$ cat config.mk
export PLATFORM = sky130hd
export DESIGN_NAME = burst_event_scheduler_flat
export DESIGN_NICKNAME = d
export VERILOG_FILES = /design/src/sv/bes_pkg.sv /design/src/sv/bes_if.sv /design/src/sv/burst_event_scheduler.sv /design/src/sv/bes_ram.sv /design/src/sv/bes_divider.sv /design/src/sv/bes_datapath.sv /design/src/sv/bes_controller.sv /design/src/flat_wrapper.sv
export SDC_FILE = /design/constraint.sdc
export NUM_CORES = 2
export LEC_CHECK = 0
export BUFFER_PORTS_ARGS = -buffer_cell sky130_fd_sc_hd__buf_4
export CORE_MARGIN = 3
export CORE_UTILIZATION = 64
export CTS_CLUSTER_DIAMETER = 50
export DETAILED_ROUTE_END_ITERATION = 16
export PLACE_DENSITY = 0.79
export SYNTH_ARGS = -nofsm -noshare
export SYNTH_HDL_FRONTEND = slang
export SYNTH_SLANG_ARGS = --single-unit
$ cat constraint.sdc
create_clock -name clk -period 8.6 [get_ports clk]
set_input_delay 1.72 -clock clk [delete_from_list [all_inputs] [get_ports clk]]
set_output_delay 1.72 -clock clk [all_outputs]
set_load 0.05 [all_outputs]
$ cat src/sv/bes_pkg.sv
// Types and constants for the burst event scheduler.
// No dependencies.
`default_nettype none
package bes_pkg;

	localparam int unsigned DVW = 9;          // divisor width of the shared divider
	localparam int unsigned DDW = 32;         // dividend width
	localparam logic [30:0] MAX31 = 31'h7FFF_FFFF;
	localparam logic [15:0] MS_PER_MIN = 16'd60000;
	localparam logic [6:0] PCT_HALF = 7'd50;
	// floor(x / 100) = (x * PCT_RECIP) >> PCT_SHIFT, exact for x below 2^23
	localparam logic [23:0] PCT_RECIP = 24'd10737419;
	localparam int unsigned PCT_SHIFT = 30;

	typedef enum logic [1:0] {
		OP_BUILD   = 2'd0,
		OP_STROKE  = 2'd1,
		OP_TIME    = 2'd2,
		OP_ADVANCE = 2'd3
	} op_t;

	typedef enum logic [1:0] {
		KIND_NONE    = 2'd0,
		KIND_STROKES = 2'd1,
		KIND_CLOCK   = 2'd2,
		KIND_CADENCE = 2'd3
	} kind_t;

	typedef enum logic [1:0] {
		MODE_STROKES = 2'd0,
		MODE_MINUTES = 2'd1,
		MODE_ENDLESS = 2'd2,
		MODE_NONE    = 2'd3
	} mode_t;

	typedef enum logic [1:0] {
		REG_ENABLE = 2'd0,
		REG_MODE   = 2'd1,
		REG_LENGTH = 2'd2,
		REG_SHARE  = 2'd3
	} reg_idx_t;

	typedef enum logic [1:0] {
		DIV_SPAN   = 2'd0,
		DIV_STRIDE = 2'd1
	} div_sel_t;

	typedef enum logic [3:0] {
		S_IDLE,
		S_DECODE,
		S_CNT_WAIT,
		S_SPAN_GO,
		S_SPAN_WAIT,
		S_FILL,
		S_STR_WAIT,
		S_CHECK,
		S_EMIT
	} state_t;

	typedef struct packed {
		logic     ready;
		logic     load;
		logic     clear;
		logic     div_start;
		div_sel_t div_sel;
		logic     set_count;
		logic     fill_init;
		logic     fill_step;
		logic     set_plan;
		logic     set_stride;
		logic     mem_read;
		logic     check;
		logic     advance;
		logic     emit;
	} cmd_t;

	typedef struct packed {
		op_t   op;
		mode_t mode;
		logic  skip;
		logic  len_zero;
		logic  div_done;
		logic  cnt_zero;
		logic  fill_last;
		logic  out_free;
	} status_t;

endpackage
`default_nettype wire

$ cat src/sv/bes_if.sv
// Request and result channel interfaces.
// Depends on nothing.
`default_nettype none
interface bes_item_if;
	logic        valid;
	logic        ready;
	logic [1:0]  op;
	logic [30:0] strokes_done;
	logic [31:0] start_ms;
	logic [31:0] current_ms;
	modport source (output valid, op, strokes_done, start_ms, current_ms, input ready);
	modport sink (input valid, op, strokes_done, start_ms, current_ms, output ready);
endinterface

interface bes_result_if;
	logic       valid;
	logic       ready;
	logic       trigger;
	logic       plan_active;
	logic [1:0] plan_kind;
	logic [6:0] next_event_index;
	logic [6:0] event_total;
	modport source (output valid, trigger, plan_active, plan_kind, next_event_index,
		event_total, input ready);
	modport sink (input valid, trigger, plan_active, plan_kind, next_event_index,
		event_total, output ready);
endinterface
`default_nettype wire

$ cat src/sv/burst_event_scheduler.sv
// Burst event scheduler, top level: controller plus datapath.
// Depends on bes_pkg, bes_if, bes_controller, bes_datapath.
//
// One request is in work at a time. From acceptance, an advance request passes
// decode and emit, a check request decode (which issues the table read), compare
// and emit. A build that leaves the plan cleared (disabled, zero share, zero
// length in a milestone mode, mode none) goes from decode to emit, through the
// count step too when the rounded count is zero; the count comes from a reciprocal
// multiply of the registered length-times-share product. A cadence build runs
// the shared one-bit-per-cycle divider once. A milestone build runs it once for
// the span and then writes one milestone per cycle. The next request is taken
// the cycle after the result is registered. The result register frees the request
// side: a new request is taken while the last result is still waiting, and the
// sequencer holds only if a second result would overwrite it. The milestone
// table is a RAM that holds no reset value; only entries written by the last
// build are ever used. The user must write configuration through cfg_we /
// cfg_index / cfg_data while idle (not enforced); writes take effect at once.
`default_nettype none
module burst_event_scheduler import bes_pkg::*; #(
	parameter int unsigned MAX_EVENTS = 64
) (
	input  wire logic        clk,
	input  wire logic        arst_n,
	input  wire logic        cfg_we,
	input  wire logic [1:0]  cfg_index,
	input  wire logic [15:0] cfg_data,
	bes_item_if.sink         item,
	bes_result_if.source     result
);
	cmd_t    cmd;
	status_t sts;

	// sequencer: one state per step of a request
	bes_controller u_ctrl (
		.clk      (clk),
		.arst_n   (arst_n),
		.in_valid (item.valid),
		.sts      (sts),
		.cmd      (cmd)
	);

	// plan state, divider, milestone RAM and result register
	bes_datapath #(.MAX_EVENTS(MAX_EVENTS)) u_dp (
		.clk       (clk),
		.arst_n    (arst_n),
		.cfg_we    (cfg_we),
		.cfg_index (cfg_index),
		.cfg_data  (cfg_data),
		.item      (item),
		.result    (result),
		.cmd       (cmd),
		.sts       (sts)
	);
endmodule
`default_nettype wire

$ cat src/sv/bes_ram.sv
// Generic single-write, single-read RAM with registered read.
// No dependencies.
`default_nettype none
module bes_ram #(
	parameter int unsigned WIDTH = 31,
	parameter int unsigned DEPTH = 64,
	localparam int unsigned AW = (DEPTH > 1) ? $clog2(DEPTH) : 1
) (
	input  wire logic                   clk,
	input  wire logic                   we,
	input  wire logic [AW-1:0]          waddr,
	input  wire logic [WIDTH-1:0]       wdata,
	input  wire logic                   re,
	input  wire logic [AW-1:0]          raddr,
	output logic      [WIDTH-1:0]       rdata
);
	logic [WIDTH-1:0] mem_q [DEPTH];

	always_ff @(posedge clk) begin
		if (we) begin
			mem_q[waddr] <= wdata;
		end
		if (re) begin
			rdata <= mem_q[raddr];
		end
	end
endmodule
`default_nettype wire

$ cat src/sv/bes_divider.sv
// Restoring divider, one quotient bit per cycle.
// Depends on bes_pkg.
`default_nettype none
module bes_divider import bes_pkg::*; (
	input  wire logic           clk,
	input  wire logic           arst_n,
	input  wire logic           start,
	input  wire logic [DDW-1:0] dividend,
	input  wire logic [DVW-1:0] divisor,
	output logic                done,
	output logic     [DDW-1:0]  quotient,
	output logic     [DVW-1:0]  remainder
);
	localparam int unsigned CNTW = $clog2(DDW + 1);

	logic [DDW-1:0]  quo_q;
	logic [DVW-1:0]  rem_q;
	logic [DVW-1:0]  div_q;
	logic [CNTW-1:0] cnt_q;
	logic            busy_q;
	logic            done_q;
	logic [DVW:0]    trial;
	logic            fits;

	assign trial = {rem_q, quo_q[DDW-1]};
	assign fits  = trial >= {1'b0, div_q};

	always_ff @(posedge clk or negedge arst_n) begin
		if (!arst_n) begin
			busy_q <= 1'b0;
			done_q <= 1'b0;
			cnt_q  <= '0;
		end else begin
			done_q <= 1'b0;
			if (start) begin
				busy_q <= 1'b1;
				cnt_q  <= CNTW'(DDW);
			end else if (busy_q) begin
				cnt_q <= cnt_q - 1'b1;
				if (cnt_q == CNTW'(1)) begin
					busy_q <= 1'b0;
					done_q <= 1'b1;
				end
			end
		end
	end

	always_ff @(posedge clk) begin
		if (start) begin
			quo_q <= dividend;
			rem_q <= '0;
			div_q <= divisor;
		end else if (busy_q) begin
			quo_q <= {quo_q[DDW-2:0], fits};
			rem_q <= fits ? DVW'(trial - {1'b0, div_q}) : DVW'(trial);
		end
	end

	assign done      = done_q;
	assign quotient  = quo_q;
	assign remainder = rem_q;
endmodule
`default_nettype wire

$ cat src/sv/bes_datapath.sv
// Datapath: configuration registers, plan state, milestone table, divider, result register.
// Depends on bes_pkg, bes_if, bes_ram, bes_divider.
`default_nettype none
module bes_datapath import bes_pkg::*; #(
	parameter int unsigned MAX_EVENTS = 64
) (
	input  wire logic        clk,
	input  wire logic        arst_n,
	input  wire logic        cfg_we,
	input  wire logic [1:0]  cfg_index,
	input  wire logic [15:0] cfg_data,
	bes_item_if.sink         item,
	bes_result_if.source     result,
	input  wire cmd_t        cmd,
	output status_t          sts
);
	localparam int unsigned CW = $clog2(MAX_EVENTS + 1);
	localparam int unsigned AW = (MAX_EVENTS > 1) ? $clog2(MAX_EVENTS) : 1;

	// configuration
	logic        en_q;
	mode_t       mode_q;
	logic [15:0] len_q;
	logic [6:0]  pct_q;
	logic [23:0] prod_q;
	logic [31:0] budget_q;

	// request
	op_t         op_q;
	logic [30:0] strokes_q;
	logic [31:0] start_q;
	logic [31:0] now_q;

	// plan
	logic        active_q;
	kind_t       kind_q;
	logic [CW-1:0] count_q;
	logic [CW-1:0] idx_q;
	logic [6:0]  stride_q;
	logic [30:0] cad_q;
	logic        trig_q;

	// fill
	logic [CW-1:0]  k_q;
	logic [31:0]    acc_q;
	logic [DVW-1:0] accr_q;
	logic [31:0]    bq_q;
	logic [DVW-1:0] br_q;

	// result
	logic        out_valid_q;
	logic        out_trig_q;
	logic        out_act_q;
	kind_t       out_kind_q;
	logic [6:0]  out_idx_q;
	logic [6:0]  out_cnt_q;

	logic [DDW-1:0] div_dividend;
	logic [DVW-1:0] div_divisor;
	logic           div_done;
	logic [DDW-1:0] div_quo;
	logic [DVW-1:0] div_rem;
	logic [47:0]    cnt_prod;
	logic [16:0]    cnt_quo;
	logic [CW-1:0]  count_next;
	logic [DVW:0]   rsum;
	logic           carry;
	logic [30:0]    mval;
	logic [30:0]    rdata;
	logic [31:0]    cad_sum;
	logic           pending;

	always_ff @(posedge clk or negedge arst_n) begin
		if (!arst_n) begin
			en_q   <= 1'b0;
			mode_q <= MODE_STROKES;
			len_q  <= '0;
			pct_q  <= '0;
		end else if (cfg_we) begin
			unique case (reg_idx_t'(cfg_index))
				REG_ENABLE: en_q   <= cfg_data[0];
				REG_MODE:   mode_q <= mode_t'(cfg_data[1:0]);
				REG_LENGTH: len_q  <= cfg_data;
				REG_SHARE:  pct_q  <= cfg_data[6:0];
			endcase
		end
	end

	// products registered ahead of the count multiply and the divider
	always_ff @(posedge clk) begin
		prod_q   <= 24'(len_q) * 24'(pct_q) + 24'(PCT_HALF);
		budget_q <= len_q * MS_PER_MIN;
	end

	// rounded milestone count: reciprocal multiply by 1/100
	assign cnt_prod = 48'(prod_q) * 48'(PCT_RECIP);
	assign cnt_quo  = cnt_prod[PCT_SHIFT+16:PCT_SHIFT];

	always_comb begin
		unique case (cmd.div_sel)
			DIV_SPAN: begin
				div_dividend = (mode_q == MODE_STROKES) ? 32'(len_q) : budget_q;
				div_divisor  = DVW'(count_q);
			end
			default: begin
				div_dividend = 32'(8'd100 + 8'(pct_q >> 1));
				div_divisor  = DVW'(pct_q);
			end
		endcase
	end

	bes_divider u_div (
		.clk       (clk),
		.arst_n    (arst_n),
		.start     (cmd.div_start),
		.dividend  (div_dividend),
		.divisor   (div_divisor),
		.done      (div_done),
		.quotient  (div_quo),
		.remainder (div_rem)
	);

	assign count_next = (cnt_quo > 17'(MAX_EVENTS)) ? CW'(MAX_EVENTS) : CW'(cnt_quo);

	// running floor(k*B/n): quotient and remainder stepped by B div n and B mod n
	assign rsum  = {1'b0, accr_q} + {1'b0, br_q};
	assign carry = rsum >= {1'b0, DVW'(count_q)};
	assign mval  = (mode_q == MODE_STROKES) ? ((acc_q == 32'd0) ? 31'd1 : acc_q[30:0])
		: ((acc_q > {1'b0, MAX31}) ? MAX31 : acc_q[30:0]);

	bes_ram #(.WIDTH(31), .DEPTH(MAX_EVENTS)) u_table (
		.clk   (clk),
		.we    (cmd.fill_step),
		.waddr (k_q[AW-1:0]),
		.wdata (mval),
		.re    (cmd.mem_read),
		.raddr (idx_q[AW-1:0]),
		.rdata (rdata)
	);

	assign pending = idx_q < count_q;
	assign cad_sum = {1'b0, cad_q} + 32'(stride_q);

	always_ff @(posedge clk) begin
		if (cmd.load) begin
			op_q      <= op_t'(item.op);
			strokes_q <= item.strokes_done;
			start_q   <= item.start_ms;
			now_q     <= item.current_ms;
		end
		if (cmd.fill_init) begin
			acc_q  <= div_quo;
			accr_q <= div_rem;
			bq_q   <= div_quo;
			br_q   <= div_rem;
		end else if (cmd.fill_step) begin
			acc_q  <= acc_q + bq_q + 32'(carry);
			accr_q <= carry ? DVW'(rsum - {1'b0, DVW'(count_q)}) : DVW'(rsum);
		end
	end

	always_ff @(posedge clk or negedge arst_n) begin
		if (!arst_n) begin
			active_q <= 1'b0;
			kind_q   <= KIND_NONE;
			count_q  <= '0;
			idx_q    <= '0;
			stride_q <= '0;
			cad_q    <= '0;
			trig_q   <= 1'b0;
			k_q      <= '0;
		end else begin
			if (cmd.load) begin
				trig_q <= 1'b0;
			end
			if (cmd.clear) begin
				active_q <= 1'b0;
				kind_q   <= KIND_NONE;
				count_q  <= '0;
				idx_q    <= '0;
				stride_q <= '0;
				cad_q    <= '0;
			end
			if (cmd.set_count) begin
				count_q <= count_next;
			end
			if (cmd.fill_init) begin
				k_q <= '0;
			end else if (cmd.fill_step) begin
				k_q <= k_q + 1'b1;
			end
			if (cmd.set_plan) begin
				active_q <= 1'b1;
				kind_q   <= (mode_q == MODE_STROKES) ? KIND_STROKES : KIND_CLOCK;
			end
			if (cmd.set_stride && (div_quo != 32'd0)) begin
				active_q <= 1'b1;
				kind_q   <= KIND_CADENCE;
				stride_q <= 7'(div_quo);
				cad_q    <= 31'(div_quo);
			end
			if (cmd.check && active_q) begin
				if (op_q == OP_STROKE) begin
					if (kind_q == KIND_STROKES) begin
						trig_q <= pending && (strokes_q >= rdata);
					end else if (kind_q == KIND_CADENCE) begin
						trig_q <= (cad_q != 31'd0) && (strokes_q >= cad_q);
					end
				end else if (kind_q == KIND_CLOCK && start_q != 32'd0) begin
					trig_q <= pending && ({1'b0, now_q} >= ({1'b0, start_q} + 33'(rdata)));
				end
			end
			if (cmd.advance && active_q) begin
				if (kind_q == KIND_STROKES || kind_q == KIND_CLOCK) begin
					if (pending) begin
						idx_q <= idx_q + 1'b1;
					end
				end else if (kind_q == KIND_CADENCE) begin
					cad_q <= (cad_sum > {1'b0, MAX31}) ? MAX31 : cad_sum[30:0];
				end
			end
		end
	end

	always_ff @(posedge clk or negedge arst_n) begin
		if (!arst_n) begin
			out_valid_q <= 1'b0;
		end else if (cmd.emit) begin
			out_valid_q <= 1'b1;
		end else if (result.ready) begin
			out_valid_q <= 1'b0;
		end
	end

	always_ff @(posedge clk) begin
		if (cmd.emit) begin
			out_trig_q <= trig_q;
			out_act_q  <= active_q;
			out_kind_q <= kind_q;
			out_idx_q  <= 7'(idx_q);
			out_cnt_q  <= 7'(count_q);
		end
	end

	assign item.ready              = cmd.ready;
	assign result.valid            = out_valid_q;
	assign result.trigger          = out_trig_q;
	assign result.plan_active      = out_act_q;
	assign result.plan_kind        = out_kind_q;
	assign result.next_event_index = out_idx_q;
	assign result.event_total      = out_cnt_q;

	assign sts.op        = op_q;
	assign sts.mode      = mode_q;
	assign sts.skip      = !en_q || (pct_q == 7'd0);
	assign sts.len_zero  = len_q == 16'd0;
	assign sts.div_done  = div_done;
	assign sts.cnt_zero  = count_next == '0;
	assign sts.fill_last = k_q == (count_q - 1'b1);
	assign sts.out_free  = !out_valid_q || result.ready;
endmodule
`default_nettype wire

$ cat src/sv/bes_controller.sv
// Sequencer for build, check and advance requests.
// Depends on bes_pkg.
`default_nettype none
module bes_controller import bes_pkg::*; (
	input  wire logic    clk,
	input  wire logic    arst_n,
	input  wire logic    in_valid,
	input  wire status_t sts,
	output cmd_t         cmd
);
	state_t state_q, state_d;

	always_ff @(posedge clk or negedge arst_n) begin
		if (!arst_n) begin
			state_q <= S_IDLE;
		end else begin
			state_q <= state_d;
		end
	end

	always_comb begin
		cmd     = '0;
		state_d = state_q;
		unique case (state_q)
			S_IDLE: begin
				cmd.ready = 1'b1;
				if (in_valid) begin
					cmd.load = 1'b1;
					state_d  = S_DECODE;
				end
			end
			S_DECODE: begin
				unique case (sts.op)
					OP_BUILD: begin
						cmd.clear = 1'b1;
						state_d   = S_EMIT;
						if (!sts.skip) begin
							unique case (sts.mode)
								MODE_STROKES, MODE_MINUTES: begin
									if (!sts.len_zero) begin
										state_d = S_CNT_WAIT;
									end
								end
								MODE_ENDLESS: begin
									cmd.div_start = 1'b1;
									cmd.div_sel   = DIV_STRIDE;
									state_d       = S_STR_WAIT;
								end
								MODE_NONE: state_d = S_EMIT;
							endcase
						end
					end
					OP_STROKE, OP_TIME: begin
						cmd.mem_read = 1'b1;
						state_d      = S_CHECK;
					end
					OP_ADVANCE: begin
						cmd.advance = 1'b1;
						state_d     = S_EMIT;
					end
				endcase
			end
			S_CNT_WAIT: begin
				cmd.set_count = 1'b1;
				state_d       = sts.cnt_zero ? S_EMIT : S_SPAN_GO;
			end
			S_SPAN_GO: begin
				cmd.div_start = 1'b1;
				cmd.div_sel   = DIV_SPAN;
				state_d       = S_SPAN_WAIT;
			end
			S_SPAN_WAIT: begin
				cmd.div_sel = DIV_SPAN;
				if (sts.div_done) begin
					cmd.fill_init = 1'b1;
					state_d       = S_FILL;
				end
			end
			S_FILL: begin
				cmd.fill_step = 1'b1;
				if (sts.fill_last) begin
					cmd.set_plan = 1'b1;
					state_d      = S_EMIT;
				end
			end
			S_STR_WAIT: begin
				cmd.div_sel = DIV_STRIDE;
				if (sts.div_done) begin
					cmd.set_stride = 1'b1;
					state_d        = S_EMIT;
				end
			end
			S_CHECK: begin
				cmd.check = 1'b1;
				state_d   = S_EMIT;
			end
			S_EMIT: begin
				if (sts.out_free) begin
					cmd.emit = 1'b1;
					state_d  = S_IDLE;
				end
			end
			default: state_d = S_IDLE;
		endcase
	end
endmodule
`default_nettype wire

$ cat src/flat_wrapper.sv
// flat-port wrapper written by rule: the top's interface ports become plain ports
module burst_event_scheduler_flat import bes_pkg::*;
#(
	parameter int unsigned MAX_EVENTS = 64
)
  (clk, arst_n, cfg_we, cfg_index, cfg_data, item_valid, item_op, item_strokes_done, item_start_ms, item_current_ms, item_ready, result_valid, result_trigger, result_plan_active, result_plan_kind, result_next_event_index, result_event_total, result_ready);
  bes_item_if item_i ();
  bes_result_if result_i ();
  input  wire logic clk;
  input  wire logic arst_n;
  input  wire logic cfg_we;
  input  wire logic [1:0] cfg_index;
  input  wire logic [15:0] cfg_data;
  input wire logic [$bits(item_i.valid)-1:0] item_valid;
  input wire logic [$bits(item_i.op)-1:0] item_op;
  input wire logic [$bits(item_i.strokes_done)-1:0] item_strokes_done;
  input wire logic [$bits(item_i.start_ms)-1:0] item_start_ms;
  input wire logic [$bits(item_i.current_ms)-1:0] item_current_ms;
  output wire logic [$bits(item_i.ready)-1:0] item_ready;
  output wire logic [$bits(result_i.valid)-1:0] result_valid;
  output wire logic [$bits(result_i.trigger)-1:0] result_trigger;
  output wire logic [$bits(result_i.plan_active)-1:0] result_plan_active;
  output wire logic [$bits(result_i.plan_kind)-1:0] result_plan_kind;
  output wire logic [$bits(result_i.next_event_index)-1:0] result_next_event_index;
  output wire logic [$bits(result_i.event_total)-1:0] result_event_total;
  input wire logic [$bits(result_i.ready)-1:0] result_ready;
  assign item_i.valid = item_valid;
  assign item_i.op = item_op;
  assign item_i.strokes_done = item_strokes_done;
  assign item_i.start_ms = item_start_ms;
  assign item_i.current_ms = item_current_ms;
  assign item_ready = item_i.ready;
  assign result_valid = result_i.valid;
  assign result_trigger = result_i.trigger;
  assign result_plan_active = result_i.plan_active;
  assign result_plan_kind = result_i.plan_kind;
  assign result_next_event_index = result_i.next_event_index;
  assign result_event_total = result_i.event_total;
  assign result_i.ready = result_ready;
  burst_event_scheduler #(.MAX_EVENTS(MAX_EVENTS)) u_core (.clk(clk), .arst_n(arst_n), .cfg_we(cfg_we), .cfg_index(cfg_index), .cfg_data(cfg_data), .item(item_i), .result(result_i));
endmodule
* Word-level counts from Yosys, hierarchy flattened *
Memories as Yosys holds them, arrays and structs flattened. A register that Yosys moved wholly into a read port is not among the register bits.
Cells that the tools add are included.

word-level totals
  bits in registers = 400
  latch bits = 0
  bits in writable memories = 1,984
  ROM bits = 0
  input port bits = 120
  output and inout port bits = 20
  memories kept = 1

memories
  memory                     words  bits a word  read ports  clocked after Yosys merged registers in  write ports  RTL line       text
  u_core.u_dp.u_table.mem_q  64     31           1           1                                        1            bes_ram.sv:17  logic [WIDTH-1:0] mem_q [DEPTH];

operators by class
  add/subtract/negate cells = 13
  multiply operators = 3
  divide/modulo/power cells = 0
  order comparisons = 9
  eq/ne operators = 27
  shift-type cells = 0
  mux-type cells = 87
  bitwise operators = 0
  reductions and logical operators = 37

operators by type and width
  cell                                                             number
  2-to-1 mux 31 bit                                                9
  2-to-1 mux 32 bit                                                6
  2-to-1 mux 7 bit                                                 11
  greater-than comparator 32 x 31 -> 1 bit, second input constant  2
  nonzero test 32 bit                                              2
  greater-or-equal comparator 31 bit                               2
  multiplier 24 x 24 -> 47 bit, second input constant              1
  2-to-1 mux 4 bit                                                 9
  2-to-1 mux 9 bit                                                 4
  case mux 4 bit (9 select lines)                                  1
  adder 32 x 31 -> 33 bit                                          1
  greater-or-equal comparator 32 x 33 -> 1 bit                     1
  2-to-1 mux 1 bit                                                 33
  adder 31 x 7 -> 32 bit                                           1
  adder 32 x 1 -> 32 bit                                           1
  adder 32 bit                                                     1
  zero test 32 bit                                                 1
  nonzero test 31 bit                                              1
  multiplier 16 x 11 -> 27 bit, second input constant              1
  adder 23 x 6 -> 24 bit, second input constant                    1
  case mux 4 bit (3 select lines)                                  2
  multiplier 16 x 7 -> 23 bit                                      1
  greater-than comparator 17 x 7 -> 1 bit, second input constant   1
  equality test 2 bit, second input constant                       8
  other kinds (36)                                                 75

* Longest topological paths before layout *
  depth in word-level cells = 10
  mapped depth = 26
  gate-level depth less buffers = 25

* By module *
Synthesis repeated with hierarchy kept, for this count alone.

unflattened totals
  cells, all modules = 7,319
  area total of the unflattened synthesis = 116,579.3 sq um

by module, submodules not included
  module          instances  cells an instance  area each (sq um)  sequential area each (sq um)
  bes_ram         1          3,418              76,616.0           60,508.0
  bes_datapath    1          3,612              36,563.8           9,188.8
  bes_divider     1          223                2,871.5            1,611.5
  bes_controller  1          66                 528.0              100.1

* Worst setup path before layout *
No wires, ideal clock.

  kind = reg-to-reg
  from = register u_core.u_dp.prod_q[17]
  to = register u_core.u_dp.count_q[6]
  library setup time = 0.121 ns
  arrival time = 6.475 ns
  slack = 2.004 ns
  cell stages (with the launch flop) = 24
  path through = dfxtp_1 ha_1 fa_1 inv_1 fa_1 inv_1 fa_1 fa_1 fa_1 inv_1 fa_1 inv_1 ha_1 a21o_1 a311oi_1 o311ai_1 a311oi_2 a21oi_2 a311oi_2 xor2_1 nand4_1 nor4_4 nand2_2 a22o_1

on the way
  cells in the longest elaborated chain, start to end = 4

RTL lines
  element                                  RTL line             text
  start: declaration                       bes_datapath.sv:25   logic [23:0] prod_q;
  start signal: assignment                 bes_datapath.sv:91   prod_q <= 24'(len_q) * 24'(pct_q) + 24'(PCT_HALF);
  multiplier 24 x 24 -> 47 bit (*)         bes_datapath.sv:96   assign cnt_prod = 48'(prod_q) * 48'(PCT_RECIP);
  greater-than comparator 17 x 7 -> 1 bit  bes_datapath.sv:123  assign count_next = (cnt_quo > 17'(MAX_EVENTS)) ? CW'(MAX_EVENTS) : CW'(cnt_quo);
  2-to-1 mux 7 bit (*)                     bes_datapath.sv:123
  2-to-1 mux 7 bit (*)                     bes_datapath.sv:184  if (cmd.set_count) begin
  end signal: assignment                   bes_datapath.sv:185  count_q <= count_next;
  end: declaration                         bes_datapath.sv:37   logic [CW-1:0] count_q;

Mark *: on every way between the ends. The rest lies on a longest branch, timed or not.
A chain may end at the register's enable or synchronous reset.

* Worst setup path in the final report *
  from = register u_core.u_dp.prod_q[5]
  to = register u_core.u_dp.count_q[6]

The elaborated chain is that of the path after synthesis.

==> reports/results.ini <==
[synth]
synth_nets=7908
ys_seq_area_share_pct=61.7
synthAdderAreaFrac_pct=13.0
synthMuxAreaShare_pct=13.1
ys.flop_type=edfxtp_1
yosys.area_share.simple_pct=4.04
ys_ff_latch=2413
async_flop_share_pct=4.23
synth_cells=6808
synth_edf_count=2251
synth_area_um2=116000
synth-xor-area-share_pct=1.26
synth.distinct_cells=85
yosys_warnings=0
synth_top_family_by_area=multiplexers
avgSynthCellArea_um2=17.0
synth_compound_gate_area_share_pct=3.98

[clocking]
insertion_delay_ns=0.89
cts_hold_buffers=0
cts_buffers=233
ctsResizeCount=0
cts_setup_buffers=0
cts_tree=yes
clock-sinks=2413
cts_max_level=4
cts.clk_slew.worst_paths_ns=0.06
root_buffer=clkbuf_16
clockBufferDepth=3

[global_routing]
grt_max_degree=130
grt_pass1_vias=67900
antenna_found_initial=30
met3_usage_pct=9.21
busiest_layer=met2
track_usage_pct=37.9
grt.overflow.total=0
grt_use_met1_pct=50.4
gr-usage-met2_pct=59.5
grt_pass1_wl_um=495000

[final_layout]
area.growth.synth_to_final_pct=10.8
layout_common_cells=edfxtp_1, inv_1, mux4_2
fin_util_pct=71.6
nNetsFinal=8190
fillers=10600
final_common_cell=edfxtp_1
layout-drive-gt1-share_pct=19.9
final_cells=9644

[sta]
rsz0062_at_grt=no
max_freq_ghz=0.130
finalHoldViolCount=0
drv_slew=0
fin_crit_ns=7.67
setup_violations=0
max_slew.worst_pin.slew_ns=1.45
layout_worst_path_cycle_share_pct=89.2
fin_hold_ws_ns=0.513
setup_tns_ns=0
fin_worst_skew_ns=0.0443
maxSlewHeadroom_pct=3.01

[hold_path]
min-delay-start=u_core.u_dp.stride_q[4]
whs_path_depth=1
hold_path_class=reg -> reg
hold_end=u_core.u_dp.stride_q[4]

[placement]
gp_congestion=0.954
dp_cells=9210
numPortBuffers=139
dp_hpwl_um=205000

[setup_path]
crit_required_ns=9.35
cp-start-kind=flop
path_cells=inv_1 > fa_1 > inv_1 > ha_1 > fa_1 > fa_1 > fa_1 > fa_1 > inv_1 > fa_1 > inv_1 > ha_1 > a21o_1 > a311oi_1 > o311ai_1 > a311oi_2 > a21oi_2 > a311oi_2 > xor2_1 > nand4_1 > nor4_4 > nand2_2 > a22o_1
cp_slowest_cell=dfxtp_1
worst-path-buf-inv=4
max_stage_delay_ns=0.76
worst_ep_arrival_time_ns=8.42
worstPathMaxFanout=11
rrSetupSlack_ns=0.93
worstSetupStartpoint=u_core.u_dp.prod_q[5]
end_kind=flop
r2r_cells=23
worstSetupPathType=reg -> reg
r2r_start=u_core.u_dp.prod_q[5]
critical_path.top_delay_family=adder cells
critPathMostFrequentCell=fa_1
r2r-end=u_core.u_dp.count_q[6]

[job]
drv_cap=0

[routing]
drt_wl_total_um=345000
drcViolationCount=0
drtIter0Drc=9389
routedWlPerCell_um=35.8
drt-pass1-iter-count=8
viasPerCell=7.01
vias=67600
antenna_left=0

[die]
die_area_um2=186000
io_pins=140
fp-row-count=155
die_width_um=431
die_h_um=431
start_util_pct=64.6
core_um2=179000

[status]
outcome=finished clean

cell families (layout without fill, tap and decap cells):
family | Yosys count | after routing
other | 0 | 9
AND/OR/NAND/NOR | 933 | 933
buffers and inverters | 894 | 1366
XOR/XNOR | 166 | 166
multiplexers | 700 | 700
adder cells (fa/ha/maj) | 980 | 980
flip-flops | 2413 | 2413
AO/OA/AOI/OAI | 722 | 722
cells in the mapped netlist, drive strengths merged (64+ instances only):
cell type | number | area share (%)
ha | 615 | 6.7
nor2 | 221 | 0.72
nor3 | 65 | 0.28
a21oi | 245 | 1.1
dfrtp | 102 | 2.2
fa | 365 | 6.3
xnor2 | 108 | 0.82
buf | 64 | 0.22
inv | 654 | 2.1
mux4 | 652 | 13
and2 | 91 | 0.49
a21o | 83 | 0.54
clkbuf | 175 | 0.57
nand2 | 223 | 0.73
o21ai | 140 | 0.61
edfxtp | 2251 | 58
worst reg2reg max path: cells and delay by family (launching register included):
kind                       cells  cell delay [ns]
adders and majority gates      8             3.54
AOI/OAI and AO/OA              7             1.89
and+or+nand+nor                3             0.83
DFF                            1             0.76
buffers and inverters          4             0.35
xor gates and xnor gates       1             0.18
routing by layer:
metal  share of wire [%]  wire length, um  vias up
met3                  12            39700     1101
li1                    -                -    26700
met1                  35           120000    34500
met5               0.041              143        -
met2                  48           165000     5274
met4                 6.1            21100       20
how the worst max path moves through the flow:
| stage | endpoint | cells after the start |
|---|---|---|
| after floorplan | u_core.u_dp.count_q[6] | 23 |
| after global placement | u_core.u_dp.count_q[6] | 25 |
| after detailed placement | u_core.u_dp.count_q[6] | 23 |
| after CTS | u_core.u_dp.count_q[0] | 25 |
| after global routing | u_core.u_dp.count_q[6] | 23 |
| final | u_core.u_dp.count_q[6] | 23 |
flip-flops by register name (all words and copies together), names as in the netlist, 24 cells and up:
name,cells
u_core.u_dp.bq_q,32
u_core.u_dp.now_q,32
u_core.u_dp.cad_q,31
u_core.u_dp.u_table.rdata,31
u_core.u_dp.prod_q,24
u_core.u_dp.budget_q,27
u_core.u_dp.start_q,32
u_core.u_dp.acc_q,32
u_core.u_dp.strokes_q,31
u_core.u_dp.u_div.quotient,32
u_core.u_dp.u_table.mem_q,1984
metrics by stage:
stage               setup slack, ns  instance area, um^2
finish                        0.928               128000
detailed placement            0.990               121000
global route                  0.642               128000
global placement               1.11               121000
floorplan                      2.00               116000
CTS                           0.940               128000
area by class of cell:
class / count / area, um^2 / share of cell area [%]
Antenna cell: 9 / 22.5 / 0.0176
Clock buffer: 278 / 6160 / 4.81
Clock inverter: 147 / 1370 / 1.07
Inverter: 655 / 2470 / 1.93
Multi-Input combinational cell: 3501 / 41500 / 32.4
Sequential cell: 2413 / 71400 / 55.7
Tap cell: 2355 / 2950 / 2.30
Timing Repair Buffer: 286 / 2250 / 1.75
Power is not shown: default switching activity piles up to over one toggle a cycle in this logic, so the estimate is an artifact.
